### config.mk
export PLATFORM = sky130hd
export DESIGN_NAME = word_frequency_counter
export DESIGN_NICKNAME = d
export VERILOG_FILES = /design/src/rtl/core/wfc_pkg.sv /design/src/rtl/core/word_frequency_counter.sv /design/src/rtl/core/wfc_word_buf.sv /design/src/rtl/core/wfc_cmp.sv /design/src/rtl/core/wfc_entry_mem.sv
export SDC_FILE = /design/constraint.sdc
export NUM_CORES = 2
export LEC_CHECK = 0
export ABC_AREA = 1
export BUFFER_PORTS_ARGS = -buffer_cell sky130_fd_sc_hd__buf_2
export CORE_UTILIZATION = 47
export CTS_BUF_LIST = sky130_fd_sc_hd__clkbuf_8 sky130_fd_sc_hd__clkbuf_16
export DETAILED_ROUTE_END_ITERATION = 7
export GPL_ROUTABILITY_DRIVEN = 0
export PLACE_DENSITY = 0.62
export SKIP_LAST_GASP = 1
export SLEW_MARGIN = 25
export SYNTH_ARGS = -nofsm -noshare
export SYNTH_HDL_FRONTEND = slang
export SYNTH_HIERARCHICAL = 1
export SYNTH_SLANG_ARGS = --single-unit
### constraint.sdc
create_clock -name clk_i -period 16.8 [get_ports clk_i]
set_input_delay 4.2 -clock clk_i [delete_from_list [all_inputs] [get_ports clk_i]]
set_output_delay 4.2 -clock clk_i [all_outputs]
set_load 0.02 [all_outputs]
### src/rtl/core/wfc_pkg.sv
// Shared constants, types and state codes for the word frequency counter.
`default_nettype none

package wfc_pkg;

  // Default sizing of the table, the word buffer and the counters
  localparam int unsigned TableEntriesDef = 16;
  localparam int unsigned MaxWordCharsDef = 16;
  localparam int unsigned CountBitsDef    = 16;

  // Byte codes and fixed field widths
  localparam int unsigned CharW     = 8;
  localparam int unsigned SlotW     = 4;
  localparam int unsigned OutCountW = 16;
  localparam logic [CharW-1:0] SepCode = 8'd32;
  localparam logic [CharW-1:0] EndCode = 8'd0;

  // Sequencer states
  typedef enum logic [1:0] {
    ST_IDLE,
    ST_SCAN,
    ST_OUT
  } state_e;

  // Control of the pending word buffer
  typedef struct packed {
    logic push;   // append the current byte
    logic clear;  // word finished, start a new one
  } wbuf_ctrl_t;

endpackage

`default_nettype wire

### src/rtl/core/word_frequency_counter.sv
// Word frequency counter: byte stream in, one table update result per word out.
//
// Input stream s_axis carries one text byte per request. A space ends a word,
// a zero byte ends the text and any pending word; other bytes build the word
// (bytes past MAX_WORD_CHARS are dropped). Each finished non-empty word yields
// one request on m_axis: slot and new count in tdata, is_new and dropped in
// tuser. Empty words give nothing.
// Word bytes are taken while the block is idle. A terminating byte that ends a
// non-empty word starts a lookup: the compare unit visits the stored entries
// in order (one table row read per cycle) until the found entry or all used
// entries, then the result is handed to the output register and the block is
// ready again. With an empty table the scan is skipped. s_axis_tready is low
// while a word is being looked up or while its result waits to be handed on.
// Reset clears the pending word and the table fill count; counts then
// accumulate across texts until the next reset.
// A stalled receiver holds the result in the output register; the block still
// takes word bytes, and a following finished word waits for that register.
`default_nettype none

module word_frequency_counter
  import wfc_pkg::*;
#(
  parameter int unsigned TABLE_ENTRIES  = TableEntriesDef,
  parameter int unsigned MAX_WORD_CHARS = MaxWordCharsDef,
  parameter int unsigned COUNT_BITS     = CountBitsDef
) (
  input  wire logic        clk_i,
  input  wire logic        rst_ni,
  input  wire logic        s_axis_tvalid,
  output logic             s_axis_tready,
  input  wire logic [7:0]  s_axis_tdata,   // [7:0] char_code
  output logic             m_axis_tvalid,
  input  wire logic        m_axis_tready,
  output logic      [23:0] m_axis_tdata,   // [3:0] slot, [19:4] new_count, [23:20] zero
  output logic      [1:0]  m_axis_tuser    // [0] is_new, [1] dropped
);

  localparam int unsigned LenW   = $clog2(MAX_WORD_CHARS + 1);
  localparam int unsigned WordW  = MAX_WORD_CHARS * CharW;
  localparam int unsigned IdxW   = $clog2(TABLE_ENTRIES);
  localparam int unsigned UsedW  = $clog2(TABLE_ENTRIES + 1);
  localparam int unsigned RowW   = COUNT_BITS + LenW + WordW;
  localparam int unsigned SlotXW = (IdxW > SlotW) ? IdxW : SlotW;
  localparam int unsigned CntXW  = (COUNT_BITS > OutCountW) ? COUNT_BITS : OutCountW;

  state_e state_q, state_d;
  logic [IdxW-1:0]  idx_q, idx_d;
  logic [UsedW-1:0] used_q, used_d;

  logic                  res_new_q, res_new_d, res_drop_q, res_drop_d;
  logic [SlotW-1:0]      res_slot_q, res_slot_d;
  logic [OutCountW-1:0]  res_count_q, res_count_d;
  logic                  res_load;

  logic                  m_valid_q, m_load;
  logic [SlotW-1:0]      m_slot_q;
  logic [OutCountW-1:0]  m_count_q;
  logic                  m_new_q, m_drop_q;

  wbuf_ctrl_t       wb_ctrl;
  logic [WordW-1:0] cur_word;
  logic [LenW-1:0]  cur_len;

  logic             mem_we;
  logic [IdxW-1:0]  mem_waddr, mem_raddr;
  logic [RowW-1:0]  mem_wdata, mem_rdata;

  logic [COUNT_BITS-1:0] rd_count, count_inc;
  logic [LenW-1:0]       rd_len;
  logic [WordW-1:0]      rd_word;
  logic                  hit, is_last, full, in_fire, is_term, word_done;
  logic                  hit_now, miss_now;
  logic [SlotXW-1:0]     slot_x;
  logic [CntXW-1:0]      count_x;

  // Submodules
  wfc_word_buf #(
    .MAX_WORD_CHARS(MAX_WORD_CHARS)
  ) u_word_buf (
    .clk_i (clk_i),
    .rst_ni(rst_ni),
    .ctrl_i(wb_ctrl),
    .char_i(s_axis_tdata),
    .word_o(cur_word),
    .len_o (cur_len)
  );

  wfc_entry_mem #(
    .TABLE_ENTRIES(TABLE_ENTRIES),
    .ROW_W        (RowW)
  ) u_entry_mem (
    .clk_i  (clk_i),
    .we_i   (mem_we),
    .waddr_i(mem_waddr),
    .wdata_i(mem_wdata),
    .raddr_i(mem_raddr),
    .rdata_o(mem_rdata)
  );

  wfc_cmp #(
    .MAX_WORD_CHARS(MAX_WORD_CHARS)
  ) u_cmp (
    .word_a_i(cur_word),
    .len_a_i (cur_len),
    .word_b_i(rd_word),
    .len_b_i (rd_len),
    .match_o (hit)
  );

  // Row fields of the entry under compare
  assign rd_count = mem_rdata[RowW-1 -: COUNT_BITS];
  assign rd_len   = mem_rdata[WordW +: LenW];
  assign rd_word  = mem_rdata[WordW-1:0];

  // Saturating increment
  assign count_inc = (&rd_count) ? rd_count : rd_count + COUNT_BITS'(1);

  // Input decode and table status
  assign in_fire   = s_axis_tvalid && s_axis_tready;
  assign is_term   = (s_axis_tdata == SepCode) || (s_axis_tdata == EndCode);
  assign word_done = in_fire && is_term && (cur_len != '0);
  assign is_last   = (UsedW'(idx_q) + UsedW'(1)) == used_q;
  assign full      = used_q == UsedW'(TABLE_ENTRIES);

  assign hit_now  = (state_q == ST_SCAN) && hit;
  assign miss_now = ((state_q == ST_IDLE) && word_done && (used_q == '0)) ||
                    ((state_q == ST_SCAN) && !hit && is_last);

  // Next state
  always_comb begin
    state_d = state_q;
    unique case (state_q)
      ST_IDLE: begin
        if (word_done) begin
          state_d = (used_q == '0) ? ST_OUT : ST_SCAN;
        end
      end
      ST_SCAN: begin
        if (hit || is_last) begin
          state_d = ST_OUT;
        end
      end
      ST_OUT: begin
        if (!m_valid_q || m_axis_tready) begin
          state_d = ST_IDLE;
        end
      end
      default: state_d = ST_IDLE;
    endcase
  end

  // Sequencer outputs
  always_comb begin
    s_axis_tready = (state_q == ST_IDLE);
    wb_ctrl.push  = (state_q == ST_IDLE) && in_fire && !is_term;
    wb_ctrl.clear = hit_now || miss_now;
    m_load        = (state_q == ST_OUT) && (!m_valid_q || m_axis_tready);

    mem_raddr = (state_q == ST_SCAN) ? idx_q + IdxW'(1) : '0;
    mem_we    = 1'b0;
    mem_waddr = idx_q;
    mem_wdata = {count_inc, rd_len, rd_word};

    idx_d    = (state_q == ST_SCAN) ? idx_q + IdxW'(1) : '0;
    used_d   = used_q;
    res_load = 1'b0;
    slot_x   = '0;
    count_x  = '0;
    res_new_d  = 1'b0;
    res_drop_d = 1'b0;

    if (hit_now) begin
      // Found: bump the entry count in place
      mem_we   = 1'b1;
      res_load = 1'b1;
      slot_x   = SlotXW'(idx_q);
      count_x  = CntXW'(count_inc);
    end else if (miss_now) begin
      res_load = 1'b1;
      if (!full) begin
        // New entry at the next free row
        mem_we     = 1'b1;
        mem_waddr  = used_q[IdxW-1:0];
        mem_wdata  = {COUNT_BITS'(1), cur_len, cur_word};
        used_d     = used_q + UsedW'(1);
        slot_x     = SlotXW'(used_q[IdxW-1:0]);
        count_x    = CntXW'(1);
        res_new_d  = 1'b1;
      end else begin
        res_drop_d = 1'b1;
      end
    end

    res_slot_d  = slot_x[SlotW-1:0];
    res_count_d = count_x[OutCountW-1:0];
  end

  // Control registers
  always_ff @(posedge clk_i or negedge rst_ni) begin
    if (!rst_ni) begin
      state_q   <= ST_IDLE;
      idx_q     <= '0;
      used_q    <= '0;
      m_valid_q <= 1'b0;
    end else begin
      state_q <= state_d;
      idx_q   <= idx_d;
      used_q  <= used_d;
      if (m_load) begin
        m_valid_q <= 1'b1;
      end else if (m_axis_tready) begin
        m_valid_q <= 1'b0;
      end
    end
  end

  // Result and output payload registers
  always_ff @(posedge clk_i) begin
    if (res_load) begin
      res_slot_q  <= res_slot_d;
      res_count_q <= res_count_d;
      res_new_q   <= res_new_d;
      res_drop_q  <= res_drop_d;
    end
    if (m_load) begin
      m_slot_q  <= res_slot_q;
      m_count_q <= res_count_q;
      m_new_q   <= res_new_q;
      m_drop_q  <= res_drop_q;
    end
  end

  assign m_axis_tvalid = m_valid_q;
  assign m_axis_tdata  = {4'b0000, m_count_q, m_slot_q};
  assign m_axis_tuser  = {m_drop_q, m_new_q};

endmodule

`default_nettype wire

### src/rtl/core/wfc_word_buf.sv
// Pending word buffer: collects word characters and tracks the word length.
`default_nettype none

module wfc_word_buf
  import wfc_pkg::*;
#(
  parameter int unsigned MAX_WORD_CHARS = MaxWordCharsDef,
  localparam int unsigned LenW   = $clog2(MAX_WORD_CHARS + 1),
  localparam int unsigned WordW  = MAX_WORD_CHARS * CharW,
  localparam int unsigned CharIdxW = $clog2(MAX_WORD_CHARS)
) (
  input  wire logic              clk_i,
  input  wire logic              rst_ni,
  input  wire wbuf_ctrl_t        ctrl_i,
  input  wire logic [CharW-1:0]  char_i,
  output logic      [WordW-1:0]  word_o,
  output logic      [LenW-1:0]   len_o
);

  logic [CharW-1:0] buf_q [MAX_WORD_CHARS];
  logic [LenW-1:0]  len_q, len_d;
  logic             room;

  // Characters past the buffer size are dropped
  assign room = len_q < LenW'(MAX_WORD_CHARS);

  always_comb begin
    len_d = len_q;
    if (ctrl_i.clear) begin
      len_d = '0;
    end else if (ctrl_i.push && room) begin
      len_d = len_q + LenW'(1);
    end
  end

  always_ff @(posedge clk_i or negedge rst_ni) begin
    if (!rst_ni) begin
      len_q <= '0;
    end else begin
      len_q <= len_d;
    end
  end

  // Character storage, no reset needed
  always_ff @(posedge clk_i) begin
    if (ctrl_i.push && room) begin
      buf_q[len_q[CharIdxW-1:0]] <= char_i;
    end
  end

  for (genvar i = 0; i < MAX_WORD_CHARS; i++) begin : g_pack
    assign word_o[i*CharW +: CharW] = buf_q[i];
  end

  assign len_o = len_q;

endmodule

`default_nettype wire

### src/rtl/core/wfc_cmp.sv
// Word compare unit: equal length and equal characters up to that length.
`default_nettype none

module wfc_cmp
  import wfc_pkg::*;
#(
  parameter int unsigned MAX_WORD_CHARS = MaxWordCharsDef,
  localparam int unsigned LenW  = $clog2(MAX_WORD_CHARS + 1),
  localparam int unsigned WordW = MAX_WORD_CHARS * CharW
) (
  input  wire logic [WordW-1:0] word_a_i,
  input  wire logic [LenW-1:0]  len_a_i,
  input  wire logic [WordW-1:0] word_b_i,
  input  wire logic [LenW-1:0]  len_b_i,
  output logic                  match_o
);

  logic [MAX_WORD_CHARS-1:0] char_ok;

  // Positions beyond the word length are don't-care
  for (genvar i = 0; i < MAX_WORD_CHARS; i++) begin : g_char
    assign char_ok[i] = (LenW'(i) >= len_a_i) ||
                        (word_a_i[i*CharW +: CharW] == word_b_i[i*CharW +: CharW]);
  end

  assign match_o = (len_a_i == len_b_i) && (&char_ok);

endmodule

`default_nettype wire

### src/rtl/core/wfc_entry_mem.sv
// Table memory: one row per entry holding count, length and characters.
`default_nettype none

module wfc_entry_mem
  import wfc_pkg::*;
#(
  parameter int unsigned TABLE_ENTRIES = TableEntriesDef,
  parameter int unsigned ROW_W         = 16,
  localparam int unsigned IdxW = $clog2(TABLE_ENTRIES)
) (
  input  wire logic             clk_i,
  input  wire logic             we_i,
  input  wire logic [IdxW-1:0]  waddr_i,
  input  wire logic [ROW_W-1:0] wdata_i,
  input  wire logic [IdxW-1:0]  raddr_i,
  output logic      [ROW_W-1:0] rdata_o
);

  logic [ROW_W-1:0] mem_q [TABLE_ENTRIES];

  // Write port
  always_ff @(posedge clk_i) begin
    if (we_i) begin
      mem_q[waddr_i] <= wdata_i;
    end
  end

  // Registered read port
  always_ff @(posedge clk_i) begin
    rdata_o <= mem_q[raddr_i];
  end

endmodule

`default_nettype wire
==> run summary <==
The run finished, with violations left. The final reports fail on DRC. For this run, the top clock speed supported by timing is 0.111 GHz. For the worst setup path, the data required time is 17280 ps. The initial utilization of the core area, before any placement, comes to 0.474. The clock slew seen by the registers of the worst setup and hold paths is 60 ps.

The synthesized design contains 2556 enable-type register cells. The global-route congestion overflow total came out at 0. The flip-flop and latch count after synthesis is 2722. The worst hold path belongs to the class reg2reg. In the final routed layout, each cell accounts on average for 21.5 microns.

The count of unique library cells instantiated by Yosys is 41. The number of buffers created by CTS is 299. Setup slack on the critical path of the routed design comes to 7790 ps. The critical path data arrival time came out at 9490 ps.

STA classifies the critical path startpoint as a primary input. The count of routing violations after the opening detailed-route iteration is 8320. The count of final setup violators is 0. The number of max-slew violations in the final report came out at 0. The portion of the post-synthesis area used by sequential elements is 0.702. The number of routed nets with antenna violations came out at 0.

The slew at the pin closest to its max-slew limit is 1160 ps. The fraction of the cycle the final worst path needs came out at 0.536. The number of max-capacitance violations reported is 0. The largest total area in the synthesized netlist belongs to sky130_fd_sc_hd__edfxtp_1.

The area of the core region came out at 0.241 sq mm. The number of standard cells after synthesis came out at 10700. The worst setup path is captured at a flop.

The number of core rows came out at 180. For this design the ratio of total power to cell area is 204 mW/mm^2. The sink count of the clock tree came out at 2722. The minimum period implied by the final worst setup slack came out at 9010 ps. TritonCTS built the clock tree. The maximum fanout along the worst path is 66.

Summing internal, switching and leakage power gives 26.0 mW. The detailed placement HPWL is 149000 microns. The die width is 495 microns.

The total standard cell area after synthesis is 0.114 sq mm. Across every metal layer, demand over resource in global routing totals 0.246. The signed area change from the synthesized netlist to the final layout came out at 11.4%. The worst vdd rail ir drop came out at 0.000369 V. The number of global-route vias before repair is 72800. The via density per instance is 5.38. In the synthesized netlist, the cells that appear most often are 3832 x sky130_fd_sc_hd__nand2_1, 2556 x sky130_fd_sc_hd__edfxtp_1, 1735 x sky130_fd_sc_hd__nand3_1. The critical path in this run is classified as in2reg.

The per-instance average area after synthesis is 10.6 sq um. Setup repair after global routing left no endpoint under its margin. No sink is reached through more buffers than the 4 on the longest clock path. The buffer count from post-CTS setup fixing is 0.

The fraction of layout cells with a size suffix above 1 is 0.0684. The vertical die dimension is 495 microns. In the post-synthesis netlist, the biggest area contributors are sky130_fd_sc_hd__edfxtp_1 67%, sky130_fd_sc_hd__nand2_1 13%, sky130_fd_sc_hd__nand3_1 7.6%. In the synthesized netlist the dominant register cell turns out to be sky130_fd_sc_hd__edfxtp_1. The deepest level of the CTS H-tree came out at 5. The placement-stage worst setup slack is 6960 ps. The number of gates resized after CTS came out at 0. The first-pass detailed-route iteration total is 8. The number of nets in the layout is 10700. The layout has 20500 filler cells. The routed wire length is 303000 microns. For this run, design rule violations remaining after detail routing come to 2.

The synthesis warning total is 6. The tree is rooted in a sky130_fd_sc_hd__clkbuf_16. The accumulated negative setup slack is 0 ps. The share of the core filled with cells in the final layout came out at 0.528.

The die covers 0.245 sq mm. The insertion delay of the later-clocked pin in the worst-skew pair is 970 ps. The initial antenna violation count is 10.

The leakage power summed over all cells is 51.1 nW. The hold buffer count at cts came out at 0. The detailed router placed 76000 vias in this run.

The number of failing hold endpoints at the final stage is 0. The number of top-level pins is 40. The pin count of the biggest net entering global routing is 237. The hold slack is 428 ps. The fraction of registers with async set or reset after synthesis came out at 0.00625. Of the post-synthesis cell area, the dominant cell type holds 0.672. In the post-synthesis netlist, the cell with the most instances is sky130_fd_sc_hd__nand2_1. The count of input and output buffers came out at 35. The global-route wire length before repair came out at 452000 microns. The worst slew margin relative to its limit came out at 0.226. The worst-case clock skew came out at 114 ps.
-- critical path: stages --
cell and delay (ps):
sky130_fd_sc_hd__buf_2 100, sky130_fd_sc_hd__buf_4 240, sky130_fd_sc_hd__nor3_1 390, sky130_fd_sc_hd__nand2_1 130
sky130_fd_sc_hd__nor2_1 140, sky130_fd_sc_hd__nand2_1 110, sky130_fd_sc_hd__nand2_4 650, sky130_fd_sc_hd__nand2_4 230
sky130_fd_sc_hd__nand2_1 210, sky130_fd_sc_hd__nand3_1 370, sky130_fd_sc_hd__nor2_4 840, sky130_fd_sc_hd__buf_4 780
sky130_fd_sc_hd__buf_4 870
-- metrics by stage --
step                area, sq um  cells
finish                   127000  14100
global route             127000  14100
CTS                      127000  14100
detailed placement       118000  13600
global placement         118000  13600
floorplan                114000  10700
-- power by group --
group	internal (mW)	switching (mW)
clock	3.80	2.59
combinational	2.95	7.85
sequential	8.61	0.240
total	15.4	10.7
-- layout make-up --
| class | instances | area [sq um] | share of cell area |
|---|---|---|---|
| tap | 3185 | 3990 | 0.0313 |
| antenna | 3 | 7.51 | 0.0000590 |
| clock inverter | 190 | 1540 | 0.0121 |
| clock buffer | 332 | 8020 | 0.0630 |
| multi-input combinational | 6184 | 26900 | 0.211 |
| inverter | 1264 | 4780 | 0.0376 |
| timing repair buffer | 240 | 1930 | 0.0152 |
| sequential | 2722 | 80200 | 0.630 |
-- cell families (layout without fill, tap and decap cells) --
group                    count (synthesis)  in the layout  share of synthesized area
AND/OR/NAND/NOR                       5771           5771                      0.211
flip-flops                            2722           2722                      0.702
buffers and inverters                 1831           2026                     0.0654
AO/OA/AOI/OAI                          291            291                     0.0129
XOR/XNOR                               110            110                    0.00843
adder cells (fa/ha/maj)                  8              8                   0.000876
other                                    1              7                  0.0000328
-- placed cells by master, fill, tap and decap left out, types with 17 or more instances in the layout --
master and n:
sky130_fd_sc_hd__nand2_1 3830, sky130_fd_sc_hd__edfxtp_1 2556, sky130_fd_sc_hd__nand3_1 1735, sky130_fd_sc_hd__inv_1 1327, sky130_fd_sc_hd__clkbuf_16 306, sky130_fd_sc_hd__o21ai_0 219, sky130_fd_sc_hd__buf_4 184, sky130_fd_sc_hd__dfxtp_1 149
sky130_fd_sc_hd__xnor2_1 96, sky130_fd_sc_hd__nor2_1 96, sky130_fd_sc_hd__o21ai_1 45, sky130_fd_sc_hd__clkinv_1 39, sky130_fd_sc_hd__clkinv_2 37, sky130_fd_sc_hd__buf_2 35, sky130_fd_sc_hd__nor2_4 27, sky130_fd_sc_hd__clkbuf_8 26
sky130_fd_sc_hd__bufinv_16 26, sky130_fd_sc_hd__or2_2 21, sky130_fd_sc_hd__dfrtp_1 17
-- layer usage --
layer	global-route usage	wire, microns	vias to the layer above	part of all wire
met2	0.402	142000	3010	0.47
li1	-	-	35400	-
met1	0.335	127000	37100	0.42
met5	0	41	-	0.00014
met3	0.0359	23900	546	0.079
met4	0.0849	9880	6	0.033
-- sequential cells by signal, indices dropped and copies added, names as in the netlist --
register,cells
u_entry_mem/mem_q,2384
u_entry_mem/rdata_o,149
u_word_buf/buf_q,128
m_count_q,16
res_count_q,16
u_word_buf/len_o,5
used_q,5
idx_q,4
m_slot_q,4
res_slot_q,4
state_q,2
m_axis_tvalid,1
m_drop_q,1
m_new_q,1
res_drop_q,1
res_new_q,1
-- final timing paths --
| check | start | endpoint | slack [ps] | cells after the start |
|---|---|---|---|---|
| worst max-delay path | s_axis_tdata[4] | u_entry_mem/mem_q[14][80] | 7790 | 13 |
| worst min-delay path | res_count_q[2] | m_count_q[2] | 430 | 0 |
| worst max register to register | u_word_buf/buf_q[14][5] | u_entry_mem/mem_q[14][80] | 9860 | 19 |
| worst min register to register | res_count_q[2] | m_count_q[2] | 430 | 0 |
| max in group asynchronous | rst_ni | u_word_buf/len_o[4] | 13230 | 1 |
| min in group asynchronous | rst_ni | m_axis_tvalid | 3180 | 1 |
(Power assumes the default switching activity.)
